## src/sv/tls_pkg.sv

```systemverilog
// Shared types and constants for the Levinson Toeplitz solver.
// Used by tls_div, tls_ctrl, tls_datapath and the top level; depends on nothing.
`timescale 1ns / 1ps
`default_nettype none
package tls_pkg;

  localparam int MAX_N    = 64;
  localparam int CNT_W    = $clog2(MAX_N);
  localparam int N_W      = $clog2(MAX_N + 1);
  localparam int DATA_W   = 32;
  localparam int IDX_W    = 6;
  localparam int FRAC_W   = 24;
  localparam int MQ_W     = 2 * DATA_W - FRAC_W;
  localparam int ACC_W    = MQ_W + CNT_W + 2;
  localparam int NUM_W    = DATA_W + 2;
  localparam int DVD_W    = NUM_W + FRAC_W;
  localparam logic signed [DATA_W-1:0] Q_ONE = DATA_W'(1 << FRAC_W);

  typedef enum logic [2:0] {
    MAC_NONE, MAC_Q0, MAC_WUPD, MAC_VUPD, MAC_FUPD, MAC_DOTD, MAC_DOTQ
  } mac_t;

  typedef enum logic [1:0] {P_RD, P_MUL, P_WB} phase_t;

  typedef enum logic [1:0] {DS_F0, DS_W, DS_F} dsrc_t;

  typedef struct packed {
    logic             ld_we;
    logic [CNT_W-1:0] ra;
    logic [CNT_W-1:0] ga;
    logic [CNT_W-1:0] fa;
    logic [CNT_W-1:0] wa0;
    logic [CNT_W-1:0] wa1;
    logic [CNT_W-1:0] l;
    logic             wbank;
    mac_t             mac;
    phase_t           ph;
    logic             div_start;
    dsrc_t            dsrc;
    logic             w_one;
    logic             clr;
    logic             fin_d;
    logic             fin_q;
    logic             out_load;
    logic             out_last;
  } cmd_t;

  typedef struct packed {
    logic div_done;
  } sts_t;

endpackage
`default_nettype wire

```

## src/sv/tls_ctrl.sv

```systemverilog
// Controller: load, Levinson recursion sequencing and result delivery.
// Issues cmd_t to tls_datapath and reads sts_t; depends on tls_pkg.
`timescale 1ns / 1ps
`default_nettype none
module tls_ctrl (
  input  wire logic            clk,
  input  wire logic            rst_n,
  input  wire logic            in_valid,
  output logic                 in_ready,
  input  wire logic            in_last,
  output logic                 out_valid,
  input  wire logic            out_ready,
  output tls_pkg::cmd_t        cmd,
  input  wire tls_pkg::sts_t   sts
);

  localparam int CW = tls_pkg::CNT_W;
  localparam int NW = tls_pkg::N_W;

  typedef enum logic [18:0] {
    S_LOAD  = 19'b000_0000_0000_0000_0001,
    S_INIT  = 19'b000_0000_0000_0000_0010,
    S_DIV0  = 19'b000_0000_0000_0000_0100,
    S_R1    = 19'b000_0000_0000_0000_1000,
    S_Q0    = 19'b000_0000_0000_0001_0000,
    S_DIVW  = 19'b000_0000_0000_0010_0000,
    S_DWAIT = 19'b000_0000_0000_0100_0000,
    S_WONE  = 19'b000_0000_0000_1000_0000,
    S_WUPD  = 19'b000_0000_0001_0000_0000,
    S_VUPD  = 19'b000_0000_0010_0000_0000,
    S_DIVF  = 19'b000_0000_0100_0000_0000,
    S_FUPD  = 19'b000_0000_1000_0000_0000,
    S_DOTD  = 19'b000_0001_0000_0000_0000,
    S_DFIN  = 19'b000_0010_0000_0000_0000,
    S_DOTQ  = 19'b000_0100_0000_0000_0000,
    S_QFIN  = 19'b000_1000_0000_0000_0000,
    S_OUTRD = 19'b001_0000_0000_0000_0000,
    S_OUTLD = 19'b010_0000_0000_0000_0000,
    S_OUTW  = 19'b100_0000_0000_0000_0000
  } state_t;

  state_t          state_r, state_nxt;
  logic [CW-1:0]   cnt_r, cnt_nxt;
  logic [NW-1:0]   n_r, n_nxt;
  logic [CW-1:0]   l_r, l_nxt;
  logic [CW-1:0]   j_r, j_nxt;
  tls_pkg::phase_t ph_r, ph_nxt;
  tls_pkg::dsrc_t  dsrc_r, dsrc_nxt;
  logic            bank_r, bank_nxt;
  logic            oval_r, oval_nxt;
  logic            j_is_last_out, l_is_last;

  assign j_is_last_out = (NW'(j_r) == n_r - NW'(1));
  assign l_is_last     = (NW'(l_r) == n_r - NW'(1));

  always_comb begin
    state_nxt = state_r;
    cnt_nxt   = cnt_r;
    n_nxt     = n_r;
    l_nxt     = l_r;
    j_nxt     = j_r;
    ph_nxt    = ph_r;
    dsrc_nxt  = dsrc_r;
    bank_nxt  = bank_r;
    oval_nxt  = oval_r;
    in_ready  = 1'b0;

    cmd       = '0;
    cmd.mac   = tls_pkg::MAC_NONE;
    cmd.ph    = ph_r;
    cmd.dsrc  = dsrc_r;
    cmd.ra    = l_r - j_r + CW'(1);
    cmd.ga    = l_r;
    cmd.fa    = j_r;
    cmd.wa0   = j_r;
    cmd.wa1   = l_r - j_r;
    cmd.l     = l_r;
    cmd.wbank = bank_r;

    unique case (state_r)
      S_LOAD: begin
        in_ready   = 1'b1;
        cmd.ra     = cnt_r;
        cmd.ld_we  = in_valid;
        if (in_valid) begin
          // in_last or a full store closes the run
          if (in_last || cnt_r == CW'(tls_pkg::MAX_N - 1)) begin
            n_nxt     = NW'(cnt_r) + NW'(1);
            cnt_nxt   = '0;
            state_nxt = S_INIT;
          end else begin
            cnt_nxt = cnt_r + CW'(1);
          end
        end
      end
      S_INIT: begin
        cmd.ra    = '0;
        cmd.ga    = '0;
        cmd.clr   = 1'b1;
        state_nxt = S_DIV0;
      end
      S_DIV0: begin
        cmd.ra        = '0;
        cmd.ga        = '0;
        cmd.div_start = 1'b1;
        cmd.dsrc      = tls_pkg::DS_F0;
        dsrc_nxt      = tls_pkg::DS_F0;
        state_nxt     = S_DWAIT;
      end
      S_DWAIT: begin
        if (sts.div_done) begin
          unique case (dsrc_r)
            tls_pkg::DS_F0: begin
              j_nxt     = '0;
              state_nxt = (n_r == NW'(1)) ? S_OUTRD : S_R1;
            end
            tls_pkg::DS_W: state_nxt = S_WONE;
            tls_pkg::DS_F: begin
              j_nxt     = '0;
              ph_nxt    = tls_pkg::P_RD;
              state_nxt = S_FUPD;
            end
            default: state_nxt = S_LOAD;
          endcase
        end
      end
      S_R1: begin
        cmd.ra    = CW'(1);
        ph_nxt    = tls_pkg::P_MUL;
        state_nxt = S_Q0;
      end
      S_Q0: begin
        cmd.ra  = CW'(1);
        cmd.mac = tls_pkg::MAC_Q0;
        if (ph_r == tls_pkg::P_WB) begin
          l_nxt     = CW'(1);
          state_nxt = S_DIVW;
        end else begin
          ph_nxt = tls_pkg::P_WB;
        end
      end
      S_DIVW: begin
        cmd.div_start = 1'b1;
        cmd.dsrc      = tls_pkg::DS_W;
        dsrc_nxt      = tls_pkg::DS_W;
        state_nxt     = S_DWAIT;
      end
      S_WONE: begin
        cmd.w_one = 1'b1;
        if (l_r > CW'(1)) begin
          j_nxt     = CW'(1);
          ph_nxt    = tls_pkg::P_RD;
          state_nxt = S_WUPD;
        end else begin
          bank_nxt  = ~bank_r;
          ph_nxt    = tls_pkg::P_MUL;
          state_nxt = S_VUPD;
        end
      end
      S_WUPD: begin
        cmd.mac = tls_pkg::MAC_WUPD;
        unique case (ph_r)
          tls_pkg::P_RD:  ph_nxt = tls_pkg::P_MUL;
          tls_pkg::P_MUL: ph_nxt = tls_pkg::P_WB;
          default: begin
            ph_nxt = tls_pkg::P_RD;
            if (j_r == l_r - CW'(1)) begin
              // new predictor complete: swap banks
              bank_nxt  = ~bank_r;
              ph_nxt    = tls_pkg::P_MUL;
              state_nxt = S_VUPD;
            end else begin
              j_nxt = j_r + CW'(1);
            end
          end
        endcase
      end
      S_VUPD: begin
        cmd.mac = tls_pkg::MAC_VUPD;
        if (ph_r == tls_pkg::P_WB) begin
          state_nxt = S_DIVF;
        end else begin
          ph_nxt = tls_pkg::P_WB;
        end
      end
      S_DIVF: begin
        cmd.div_start = 1'b1;
        cmd.dsrc      = tls_pkg::DS_F;
        dsrc_nxt      = tls_pkg::DS_F;
        state_nxt     = S_DWAIT;
      end
      S_FUPD: begin
        cmd.mac = tls_pkg::MAC_FUPD;
        unique case (ph_r)
          tls_pkg::P_RD:  ph_nxt = tls_pkg::P_MUL;
          tls_pkg::P_MUL: ph_nxt = tls_pkg::P_WB;
          default: begin
            ph_nxt = tls_pkg::P_RD;
            if (j_r == l_r - CW'(1)) begin
              j_nxt     = '0;
              state_nxt = l_is_last ? S_OUTRD : S_DOTD;
            end else begin
              j_nxt = j_r + CW'(1);
            end
          end
        endcase
      end
      S_DOTD, S_DOTQ: begin
        cmd.mac = (state_r == S_DOTD) ? tls_pkg::MAC_DOTD : tls_pkg::MAC_DOTQ;
        unique case (ph_r)
          tls_pkg::P_RD:  ph_nxt = tls_pkg::P_MUL;
          tls_pkg::P_MUL: ph_nxt = tls_pkg::P_WB;
          default: begin
            ph_nxt = tls_pkg::P_RD;
            if (j_r == l_r) begin
              state_nxt = (state_r == S_DOTD) ? S_DFIN : S_QFIN;
            end else begin
              j_nxt = j_r + CW'(1);
            end
          end
        endcase
      end
      S_DFIN: begin
        cmd.fin_d = 1'b1;
        j_nxt     = '0;
        ph_nxt    = tls_pkg::P_RD;
        state_nxt = S_DOTQ;
      end
      S_QFIN: begin
        cmd.fin_q = 1'b1;
        l_nxt     = l_r + CW'(1);
        state_nxt = S_DIVW;
      end
      S_OUTRD: begin
        state_nxt = S_OUTLD;
      end
      S_OUTLD: begin
        cmd.out_load = 1'b1;
        cmd.out_last = j_is_last_out;
        oval_nxt     = 1'b1;
        state_nxt    = S_OUTW;
      end
      S_OUTW: begin
        if (out_ready) begin
          oval_nxt = 1'b0;
          if (j_is_last_out) begin
            state_nxt = S_LOAD;
          end else begin
            j_nxt     = j_r + CW'(1);
            state_nxt = S_OUTRD;
          end
        end
      end
      default: state_nxt = S_LOAD;
    endcase
  end

  always_ff @(posedge clk) begin
    if (!rst_n) begin
      state_r <= S_LOAD;
      cnt_r   <= '0;
      n_r     <= '0;
      l_r     <= '0;
      j_r     <= '0;
      ph_r    <= tls_pkg::P_RD;
      dsrc_r  <= tls_pkg::DS_F0;
      bank_r  <= 1'b0;
      oval_r  <= 1'b0;
    end else begin
      state_r <= state_nxt;
      cnt_r   <= cnt_nxt;
      n_r     <= n_nxt;
      l_r     <= l_nxt;
      j_r     <= j_nxt;
      ph_r    <= ph_nxt;
      dsrc_r  <= dsrc_nxt;
      bank_r  <= bank_nxt;
      oval_r  <= oval_nxt;
    end
  end

  assign out_valid = oval_r;

endmodule
`default_nettype wire

```

## config.mk

```make
export PLATFORM = sky130hd
export DESIGN_NAME = tls_ctrl
export DESIGN_NICKNAME = d
export VERILOG_FILES = /design/src/sv/tls_pkg.sv /design/src/sv/tls_ctrl.sv
export SDC_FILE = /design/constraint.sdc
export NUM_CORES = 1
export LEC_CHECK = 0
export BUFFER_PORTS_ARGS = -buffer_cell sky130_fd_sc_hd__buf_2
export CAP_MARGIN = 40
export CORE_ASPECT_RATIO = 0.8
export CORE_MARGIN = 4
export CORE_UTILIZATION = 55
export CTS_BUF_LIST = sky130_fd_sc_hd__clkbuf_4
export CTS_CLUSTER_SIZE = 20
export DETAILED_ROUTE_END_ITERATION = 16
export PLACE_DENSITY = 0.78
export RECOVER_POWER = 100
export SLEW_MARGIN = 20
export SYNTH_ARGS = -nofsm -noshare
export SYNTH_HDL_FRONTEND = slang
export SYNTH_SLANG_ARGS = --single-unit
export TNS_END_PERCENT = 10
```

## constraint.sdc

```tcl
create_clock -name clk -period 3.5 [get_ports clk]
set_input_delay 0.7 -clock clk [delete_from_list [all_inputs] [get_ports clk]]
set_output_delay 0.7 -clock clk [all_outputs]
set_load 0.05 [all_outputs]
```

==> impl_metrics.env, run 1 <==
export IMPL_status="completed"
export IMPL_power_total_mw=1.547
export IMPL_synth_top_family_by_area="simple AND/OR/NAND/NOR gates"
export IMPL_cts_buffers=5
export IMPL_drtIter0Drc=280
export IMPL_area_growth_synth_to_final_pct=13.99
export IMPL_drc=0
export IMPL_synth_compound_area_frac=0.1785
export IMPL_syn_cell_area_sq_um=3792
export IMPL_placed_cells=602
export IMPL_die_width_um=100.8
export IMPL_clock_fmax_mhz=293.6
export IMPL_drive_gt1_frac=0.2163
export IMPL_synth_nets=493
export IMPL_p_int_uw=905.7
export IMPL_clkLatencyLatePin_ns=0.38
export IMPL_drt_total_wl_um=11290
export IMPL_ir_drop_mv=0.4483
export IMPL_regToRegEndpoint="j_r[0]"
export IMPL_power_frac_clock=0.179
export IMPL_final_cells=611
export IMPL_p_sw_uw=641.0
export IMPL_slew_headroom=0.4458
export IMPL_rr_worst_depth=7
export IMPL_ios=60
export IMPL_synth_avg_cell_area_sq_um=8.018
export IMPL_yosysWarnings=0
export IMPL_dp_worst_setup_slack_ns=0.3643
export IMPL_synth_common_cells="50 x dfxtp_1, 45 x nor2_1, 36 x nand2_1"
export IMPL_grt_max_degree=34
export IMPL_grt_pass1_wl_um=17710
export IMPL_synth_area_leaders="dfxtp_1 26%, xnor2_1 5.3%, xor2_1 4.6%"
export IMPL_io_buffers=59
export IMPL_synthAdderAreaFrac=0.04817
export IMPL_root_buffer="clkbuf_4"
export IMPL_crit_required_ns=2.80
export IMPL_antennaDiodeCount=0
export IMPL_core_sq_um=6539
export IMPL_crit_fanout=6
export IMPL_whs_ns=0.5315
export IMPL_fin_crit_ns=3.407
export IMPL_vias=3801
export IMPL_synth_seq_cells=50
export IMPL_timing_final_max_slew_violations=0
export IMPL_endpoint_kind="primary output"
export IMPL_tritoncts="done"
export IMPL_gp_congestion=0.9559
export IMPL_synth_simple_gate_area_share=0.3322
export IMPL_clockBufferDepth=2
export IMPL_tightest_slew_ns=0.8198
export IMPL_numClockSinks=50
export IMPL_fin_ws_ns=0.09342
export IMPL_rrSetupSlack_ns=0.29
export IMPL_hold_path_class="flop to flop"
export IMPL_synth_top_cell_by_area="dfxtp_1"
export IMPL_postCtsHoldBufs=0
export IMPL_synth_xor_area_frac=0.1095
export IMPL_fin_nets=546
export IMPL_dieArea_sq_um=8296
export IMPL_yosys_cell_count_top_type="dfxtp_1"
export IMPL_overflow=0
export IMPL_post_route_period_util=0.9733
export IMPL_fin_skew_ns=0.01491
export IMPL_antenna_left=0
export IMPL_gr_usage_all_layers=0.2714
export IMPL_die_h_um=82.27
export IMPL_vias_per_cell=6.221
export IMPL_ys_seq_area_frac=0.2639
export IMPL_worstSetupPathType="flop to primary output"
export IMPL_synth_top_cell_area_share=0.2639
export IMPL_synthMuxAreaShare=0.002639
export IMPL_cap_violations=0
export IMPL_powerDensity_nw_per_um2=357.8
export IMPL_initial_utilization=0.5800
export IMPL_switching_share=0.4144
export IMPL_final_hold_viol_count=0
export IMPL_first_pass_iters=7
export IMPL_cts_clk_slew_worst_paths_ns=0.15
export IMPL_crit_arrival_ns=2.71
export IMPL_synth_distinct_cells=71
export IMPL_synth_ff_type="dfxtp_1"
export IMPL_nFillCells=576
export IMPL_htreeDepth=2
export IMPL_grt_pass1_vias=3316
export IMPL_wl_per_cell_um=18.48
export IMPL_comb_power_share=0.408
export IMPL_rsz0062_at_grt="yes"
export IMPL_dp_hpwl_um=8592
export IMPL_netlist_instances=473
export IMPL_row_count=26
export IMPL_leakage_nw=1.751
export IMPL_seqPwrFrac=0.413
export IMPL_reg2reg_from="state_r[0]"
export IMPL_antenna_found_initial=0
export IMPL_synth_edf_count=0
export IMPL_async_flop_share=0
export IMPL_setup_viol=0
export IMPL_crit_start="state_r[0]"
export IMPL_cp_start_kind="flop"
export IMPL_endpoint="cmd[12]"
export IMPL_post_cts_buffers=0
[flip-flops by register name, summed over array words and instances, names as in the netlist]
name and cells:
bank_r 1, cnt_r 6, dsrc_r 2, j_r 6, l_r 6, n_r 7
out_valid 1, ph_r 2, state_r 19
[worst max-delay path, cell delays in order, from the launching register on]
cell and delay, ns:
dfxtp_1 0.43, nor4_2 0.51, nand4_2 0.29, or4b_2 0.69, o31ai_1 0.10, buf_2 0.31
[final cells by class]
| cell class | count | area [sq um] | share of cell area |
|---|---|---|---|
| Multi-Input combinational cell | 371 | 2669 | 0.6174 |
| Sequential cell | 50 | 1015 | 0.2347 |
| Tap cell | 84 | 105.1 | 0.02431 |
| Clock buffer | 6 | 45.04 | 0.01042 |
| Clock inverter | 2 | 8.758 | 0.002026 |
| Timing Repair Buffer | 75 | 394.1 | 0.09117 |
| Inverter | 23 | 86.33 | 0.01997 |
[cell families (layout without fill, tap and decap cells)]
logic type,Yosys count,after routing
AO/OA/AOI/OAI,102,102
adder cells (fa/ha/maj),14,14
XOR/XNOR,45,45
AND/OR/NAND/NOR,209,209
buffers and inverters,52,106
flip-flops,50,50
multiplexers,1,1
[how the worst min path moves through the flow]
stage	slack, ns	cells after the start	to	startpoint
floorplan	0.46	2	cnt_r[1]	cnt_r[1]
global placement	0.49	2	out_valid	out_valid
detailed placement	0.50	2	bank_r	bank_r
CTS	0.52	2	cnt_r[1]	cnt_r[1]
global route	0.56	2	cnt_r[1]	cnt_r[1]
finish	0.53	2	cnt_r[1]	cnt_r[1]
[routing by layer]
metal  GRT usage  vias to the layer above  routed length (um)
met1      0.4109                     1772                5227
met3     0.07221                        9                1260
li1            -                     1818                   -
met2      0.3844                      202                4735
met5           0                        -                   0
met4     0.04845                        0                  68
[cell usage in the layout (no fill, tap or decap), types with 8 or more instances in the layout]
| cell type | Yosys | routed |
|---|---|---|
| a21oi_1 | 34 | 33 |
| and2_1 | 8 | 8 |
| and3_1 | 8 | 8 |
| buf_2 | 8 | 35 |
| buf_4 | 7 | 15 |
| clkbuf_1 | 11 | 22 |
| dfxtp_1 | 50 | 41 |
| dfxtp_2 | 0 | 8 |
| ha_1 | 13 | 13 |
| inv_1 | 22 | 22 |
| nand2_1 | 36 | 35 |
| nand3_1 | 16 | 14 |
| nand4_1 | 10 | 10 |
| nor2_1 | 45 | 45 |
| nor3_1 | 18 | 17 |
| nor4_1 | 11 | 10 |
| o21ai_0 | 15 | 11 |
| or4_1 | 8 | 8 |
| xnor2_1 | 23 | 22 |
| xor2_1 | 20 | 18 |
[power by group through the flow]
| stage | clock, mW | sequential, mW | combinational, mW |
|---|---|---|---|
| finish | 0.277 | 0.639 | 0.631 |
| global route | 0.304 | 0.643 | 0.672 |
| CTS | 0.280 | 0.635 | 0.604 |
| detailed placement | 0 | 0.647 | 0.601 |
| global placement | 0 | 0.645 | 0.593 |
| floorplan | 0 | 0.633 | 0.470 |
[repair_timing]
action	CTS	global route
pin swaps	0	3
setup endpoints to repair	1	11
gates cloned	0	0
resized for setup	2	23
[through the flow]
| step | setup TNS, ns | cell area [sq um] | util |
|---|---|---|---|
| after floorplan | -0.3912 | 3857 | - |
| after global placement | 0 | 4210 | 0.6439 |
| after detailed placement | 0 | 4210 | 0.6439 |
| after CTS | 0 | 4270 | 0.6531 |
| after global routing | -0.09717 | 4323 | 0.6611 |
| final | 0 | 4323 | 0.6611 |
Power figures use the tool's default switching activity.
==> inputs of run 2 (changes only) <==
CORE_ASPECT_RATIO = 0.75   (was 0.8)
CORE_UTILIZATION = 35   (was 55)
PLACE_DENSITY = not set   (was 0.78)
==> run 2 against run 1 <==
  * Core utilization fell by 23 points
  * Critical path depth rose by 1
  * Power rose by 6.0%
  * Worst hold slack got worse by 0.0088 ns
  * Via count rose by 1.3%
  * Combinational power rose by 0.8%
  * Critical endpoint is now cmd[0]
==> impl_metrics.env, run 2 (synthesized netlist as in run 1, its figures left out) <==
export IMPL_crit_chain="buf_4, or4_4, nor4_2, nand2_1, nor4_2, buf_2"
export IMPL_cts_clk_slew_worst_paths_ns=0.17
export IMPL_antenna_found_initial=0
export IMPL_dieArea_sq_um=12580
export IMPL_crit_buf_inv=2
export IMPL_ios=60
export IMPL_tightest_slew_ns=0.7157
export IMPL_htreeDepth=2
export IMPL_timing_final_max_slew_violations=0
export IMPL_cp_slowest_cell="or4_4"
export IMPL_core_sq_um=10410
export IMPL_busiest_layer="met1"
export IMPL_initial_utilization=0.3643
export IMPL_clockBufferDepth=2
export IMPL_postCtsHoldBufs=0
export IMPL_largest_register_ffs=19
export IMPL_crit_arrival_ns=2.70
export IMPL_numClockSinks=50
export IMPL_p_sw_uw=673.2
export IMPL_powerDensity_nw_per_um2=365.6
export IMPL_io_buffers=59
export IMPL_leakage_nw=1.794
export IMPL_drive_gt1_frac=0.2293
export IMPL_final_common_cell="nor2_1"
export IMPL_rsz0062_at_grt="yes"
export IMPL_grtUsageMet3=0.03609
export IMPL_vias=3851
export IMPL_crit_required_ns=2.80
export IMPL_clock_fmax_mhz=294.0
export IMPL_tritoncts="done"
export IMPL_hold_path_class="flop to flop"
export IMPL_top_regs="state_r: 19 flops, n_r: 7 flops"
export IMPL_first_pass_iters=5
export IMPL_clkLatencyLatePin_ns=0.40
export IMPL_whs_ns=0.5227
export IMPL_vias_per_cell=5.756
export IMPL_drtIter0Drc=391
export IMPL_gr_usage_all_layers=0.1913
export IMPL_largest_register="state_r"
export IMPL_switching_share=0.4104
export IMPL_endpoint_kind="primary output"
export IMPL_die_width_um=128.2
export IMPL_nFillCells=1089
export IMPL_ir_drop_mv=0.2396
export IMPL_layout_common_cells="45 x nor2_1, 41 x dfxtp_1, 35 x nand2_1, 35 x buf_2, 33 x a21oi_1"
export IMPL_use_met2=0.2761
export IMPL_dp_hpwl_um=9240
export IMPL_p_int_uw=967.1
export IMPL_gp_congestion=0.9479
export IMPL_slowest_delay_ns=0.57
export IMPL_row_count=32
export IMPL_fin_ws_ns=0.09898
export IMPL_worstSetupPathType="flop to primary output"
export IMPL_overflow=0
export IMPL_multi_input_comb_area_sq_um=2699
export IMPL_crit_fanout=10
export IMPL_grt_pass1_wl_um=19420
export IMPL_cap_violations=0
export IMPL_setup_viol=0
export IMPL_wl_per_cell_um=18.12
export IMPL_grt_max_degree=34
export IMPL_root_buffer="clkbuf_4"
export IMPL_dp_worst_setup_slack_ns=0.3160
export IMPL_met1_usage=0.2936
export IMPL_grt_pass1_vias=3610
export IMPL_drc=0
export IMPL_area_growth_synth_to_final_pct=18.31
export IMPL_fin_nets=551
export IMPL_path_common_cell="nor4_2"
export IMPL_ff_latch_area_sq_um=1017
export IMPL_status="completed"
export IMPL_cp_top_family="simple AND/OR/NAND/NOR gates"
export IMPL_fin_crit_ns=3.401
export IMPL_seqPwrFrac=0.392
export IMPL_cp_start_kind="flop"
export IMPL_power_frac_clock=0.220
export IMPL_die_h_um=98.15
export IMPL_post_route_period_util=0.9717
export IMPL_drt_total_wl_um=12120
export IMPL_cts_buffers=5
export IMPL_comb_power_share=0.388
export IMPL_final_hold_viol_count=0
export IMPL_fin_skew_ns=0.01389
export IMPL_antenna_left=0
export IMPL_slew_headroom=0.5192
-- run 2: final timing paths --
kind              startpoint          to  slack (ns)  depth (start not counted)
setup reg to reg      j_r[3]  state_r[0]        0.48                          8
hold / removal      cnt_r[1]    cnt_r[1]        0.52                          2
setup / recovery  state_r[9]      cmd[0]         0.1                          6
hold reg to reg     cnt_r[1]    cnt_r[1]        0.52                          2
-- run 2: final cells by class --
class                      count  share of cell area
timing repair buffer          80             0.09677
clock inverter                 3            0.008924
tap                          136             0.03793
inverter                      23             0.01924
multi-input combinational    371              0.6015
clock buffer                   5            0.008366
sequential                    50              0.2267
antenna                        1           0.0005577
-- run 2: worst min-delay path, stage by stage, from the launching register on --
cell	delay (ns)
dfxtp_1	0.38
nand2_1	0.07
a21oi_1	0.05
-- run 2: power by group through the flow --
| stage | sequential (mW) | combinational [mW] | clock [mW] |
|---|---|---|---|
| 2_1_floorplan | 0.633 | 0.470 | 0 |
| 3_3_place_gp | 0.645 | 0.591 | 0 |
| 3_5_place_dp | 0.647 | 0.600 | 0 |
| 4_1_cts | 0.640 | 0.616 | 0.366 |
| 5_1_grt | 0.648 | 0.685 | 0.385 |
| 6_report | 0.643 | 0.636 | 0.361 |
-- run 2: repair_timing --
| item | in CTS | in global routing |
|---|---|---|
| endpoints found under the setup margin | 7 | 11 |
| buffers inserted | 1 | 3 |
| hold endpoints to repair | 0 | 0 |
| gates resized for setup | 12 | 18 |
| pin swaps | 2 | 2 |
-- run 2: per-stage QoR --
step | instances | power, mW | cell area (sq um) | util | setup TNS, ns
2_1_floorplan | 473 | 1.103 | 3857 | - | -0.3912
4_1_cts | 665 | 1.623 | 4423 | 0.4249 | 0
6_report | 669 | 1.640 | 4487 | 0.4310 | 0
5_1_grt | 668 | 1.718 | 4484 | 0.4308 | -0.004039
3_5_place_dp | 656 | 1.247 | 4290 | 0.4121 | 0
3_3_place_gp | 656 | 1.236 | 4290 | 0.4121 | 0
-- run 2: per-layer routing --
layer | part of all wire | vias to the layer above
met5 | 0 | -
met4 | 0.011 | 0
met3 | 0.074 | 14
met2 | 0.41 | 156
met1 | 0.50 | 1851
li1 | - | 1830
==> inputs of run 3 (changes only) <==
--- a/config.mk
+++ b/config.mk
@@ -6,5 +6,5 @@
 export NUM_CORES = 1
 export LEC_CHECK = 0
-export BUFFER_PORTS_ARGS = -buffer_cell sky130_fd_sc_hd__buf_2
+export BUFFER_PORTS_ARGS = -buffer_cell sky130_fd_sc_hd__buf_4
 export CAP_MARGIN = 40
 export CORE_ASPECT_RATIO = 0.75
==> constraint.sdc (replaced) <==
create_clock -name clk -period 3.5 [get_ports clk]
set_input_delay 0.175 -clock clk [delete_from_list [all_inputs] [get_ports clk]]
set_output_delay 0.175 -clock clk [all_outputs]
set_load 0.05 [all_outputs]
==> run 3 against run 2 <==
  * Combinational power is 12% lower
  * First-iteration DRC count is 11% lower
  * Die area stayed put
  * Largest power group unchanged
  * Highest routed layer unchanged
==> impl_metrics.env, run 3 (synthesized netlist as in run 1, its figures left out) <==
export IMPL_status="completed"
export IMPL_setup_viol=0
export IMPL_timing_final_max_slew_violations=0
export IMPL_clkLatencyLatePin_ns=0.39
export IMPL_vias=3660
export IMPL_largest_register_ffs=19
export IMPL_crit_buf_inv=1
export IMPL_vias_per_cell=5.588
export IMPL_p_sw_uw=617.4
export IMPL_gp_congestion=0.9094
export IMPL_crit_chain="inv_1, ha_1, nand2b_1, a21oi_1, o31ai_1, nor2_1, o2111ai_1, a311o_4, nor4_1"
export IMPL_top_regs="state_r: 19 flops, n_r: 7 flops"
export IMPL_largest_register="state_r"
export IMPL_fin_crit_ns=3.310
export IMPL_cp_start_kind="flop"
export IMPL_cts_clk_slew_worst_paths_ns=0.16
export IMPL_fin_skew_ns=0.01137
export IMPL_cap_violations=0
export IMPL_post_route_period_util=0.9457
export IMPL_powerDensity_nw_per_um2=370.2
export IMPL_final_common_cell="dfxtp_1"
export IMPL_nFillCells=1107
export IMPL_clockBufferDepth=2
export IMPL_power_total_mw=1.548
export IMPL_dp_hpwl_um=8978
export IMPL_cts_buffers=5
export IMPL_overflow=0
export IMPL_endpoint_kind="flop"
export IMPL_numClockSinks=50
export IMPL_io_buffers=59
export IMPL_root_buffer="clkbuf_4"
export IMPL_tightest_slew_ns=0.8481
export IMPL_clock_fmax_mhz=302.1
export IMPL_row_count=32
export IMPL_grt_pass1_vias=3489
export IMPL_utilization=0.4017
export IMPL_worstSetupPathType="flop to flop"
export IMPL_crit_arrival_ns=3.58
export IMPL_rsz0062_at_grt="no"
export IMPL_slew_headroom=0.4340
export IMPL_hold_path_class="input port to flop"
export IMPL_ios=60
export IMPL_post_cts_buffers=0
export IMPL_postCtsHoldBufs=0
export IMPL_ir_drop_mv=0.3278
export IMPL_drive_gt1_frac=0.1214
export IMPL_tritoncts="done"
export IMPL_fin_nets=538
export IMPL_wl_per_cell_um=17.46
export IMPL_ctsResizeCount=0
export IMPL_die_width_um=128.2
export IMPL_core_sq_um=10410
export IMPL_htreeDepth=2
export IMPL_p_int_uw=930.7
export IMPL_antenna_found_initial=0
export IMPL_grt_max_degree=34
export IMPL_dieArea_sq_um=12580
export IMPL_area_growth_synth_to_final_pct=10.26
export IMPL_cp_slowest_cell="dfxtp_1"
export IMPL_initial_utilization=0.3643
export IMPL_detailed_place_area_sq_um=4328
export IMPL_slowest_delay_ns=0.64
export IMPL_layout_common_cells="50 x dfxtp_1, 45 x nor2_1, 36 x nand2_1"
export IMPL_gr_usage_all_layers=0.1830
export IMPL_drc=0
export IMPL_crit_required_ns=3.77
export IMPL_cp_top_family="compound AO/OA/AOI/OAI gates"
export IMPL_power_frac_clock=0.226
export IMPL_leakage_nw=1.618
export IMPL_grt_pass1_wl_um=18710
export IMPL_switching_share=0.3988
export IMPL_antennaDiodeCount=0
export IMPL_final_hold_viol_count=0
export IMPL_comb_power_share=0.362
export IMPL_drt_total_wl_um=11440
export IMPL_die_h_um=98.15
export IMPL_post_route_cell_area_sq_um=4182
export IMPL_drtIter0Drc=347
export IMPL_first_pass_iters=5
export IMPL_antenna_left=0
export IMPL_seqPwrFrac=0.412
export IMPL_crit_fanout=10
[run 3: layout make-up]
cell class	instances	area (sq um)	share of cell area
multi-input cells	371	2494	0.5963
flip-flops and latches	50	1001	0.2394
repair buffers	67	352.8	0.08438
well taps	136	170.2	0.04069
inverters	23	86.33	0.02065
clock inverters	3	40.04	0.009575
clock buffers	5	37.54	0.008977
[run 3: routing by layer]
| metal | global-route usage | share of wire | vias up |
|---|---|---|---|
| met5 | 0 | 0 | - |
| met2 | 0.2605 | 0.41 | 138 |
| met3 | 0.04101 | 0.083 | 13 |
| li1 | - | - | 1802 |
| met4 | 0.03344 | 0.011 | 0 |
| met1 | 0.2815 | 0.50 | 1707 |
[run 3: worst paths after layout]
path | startpoint | end | slack (ns) | cells past startpoint
worst max-delay path | l_r[1] | state_r[7] | 0.19 | 9
worst min register to register | out_valid | out_valid | 0.53 | 2
worst max register to register | l_r[1] | state_r[7] | 0.19 | 9
worst min-delay path | rst_n | state_r[6] | 0.06 | 2
[run 3: metrics by stage]
stage          setup TNS (ns)  std cells  hold WS (ns)  setup WS (ns)
2_1_floorplan         -0.2093        473        0.2928        -0.1408
3_3_place_gp                0        647        0.4723         0.5336
3_5_place_dp                0        647        0.4734         0.4958
4_1_cts                     0        655       0.04582         0.3108
5_1_grt                     0        655       0.03236       0.005788
6_report                    0        655       0.05737         0.1902
[run 3: power by group through the flow]
| stage | logic, mW | registers (mW) | clock network, mW |
|---|---|---|---|
| finish | 0.560 | 0.637 | 0.351 |
| global placement | 0.588 | 0.648 | 0 |
| floorplan | 0.465 | 0.633 | 0 |
| detailed placement | 0.588 | 0.649 | 0 |
| CTS | 0.591 | 0.637 | 0.360 |
| global route | 0.608 | 0.643 | 0.386 |
[run 3: worst register-to-register path: stages, from the launching register on]
cell	delay, ns
dfxtp_1	0.64
inv_1	0.18
ha_1	0.29
nand2b_1	0.16
a21oi_1	0.18
o31ai_1	0.12
nor2_1	0.30
o2111ai_1	0.48
a311o_4	0.59
nor4_1	0.27
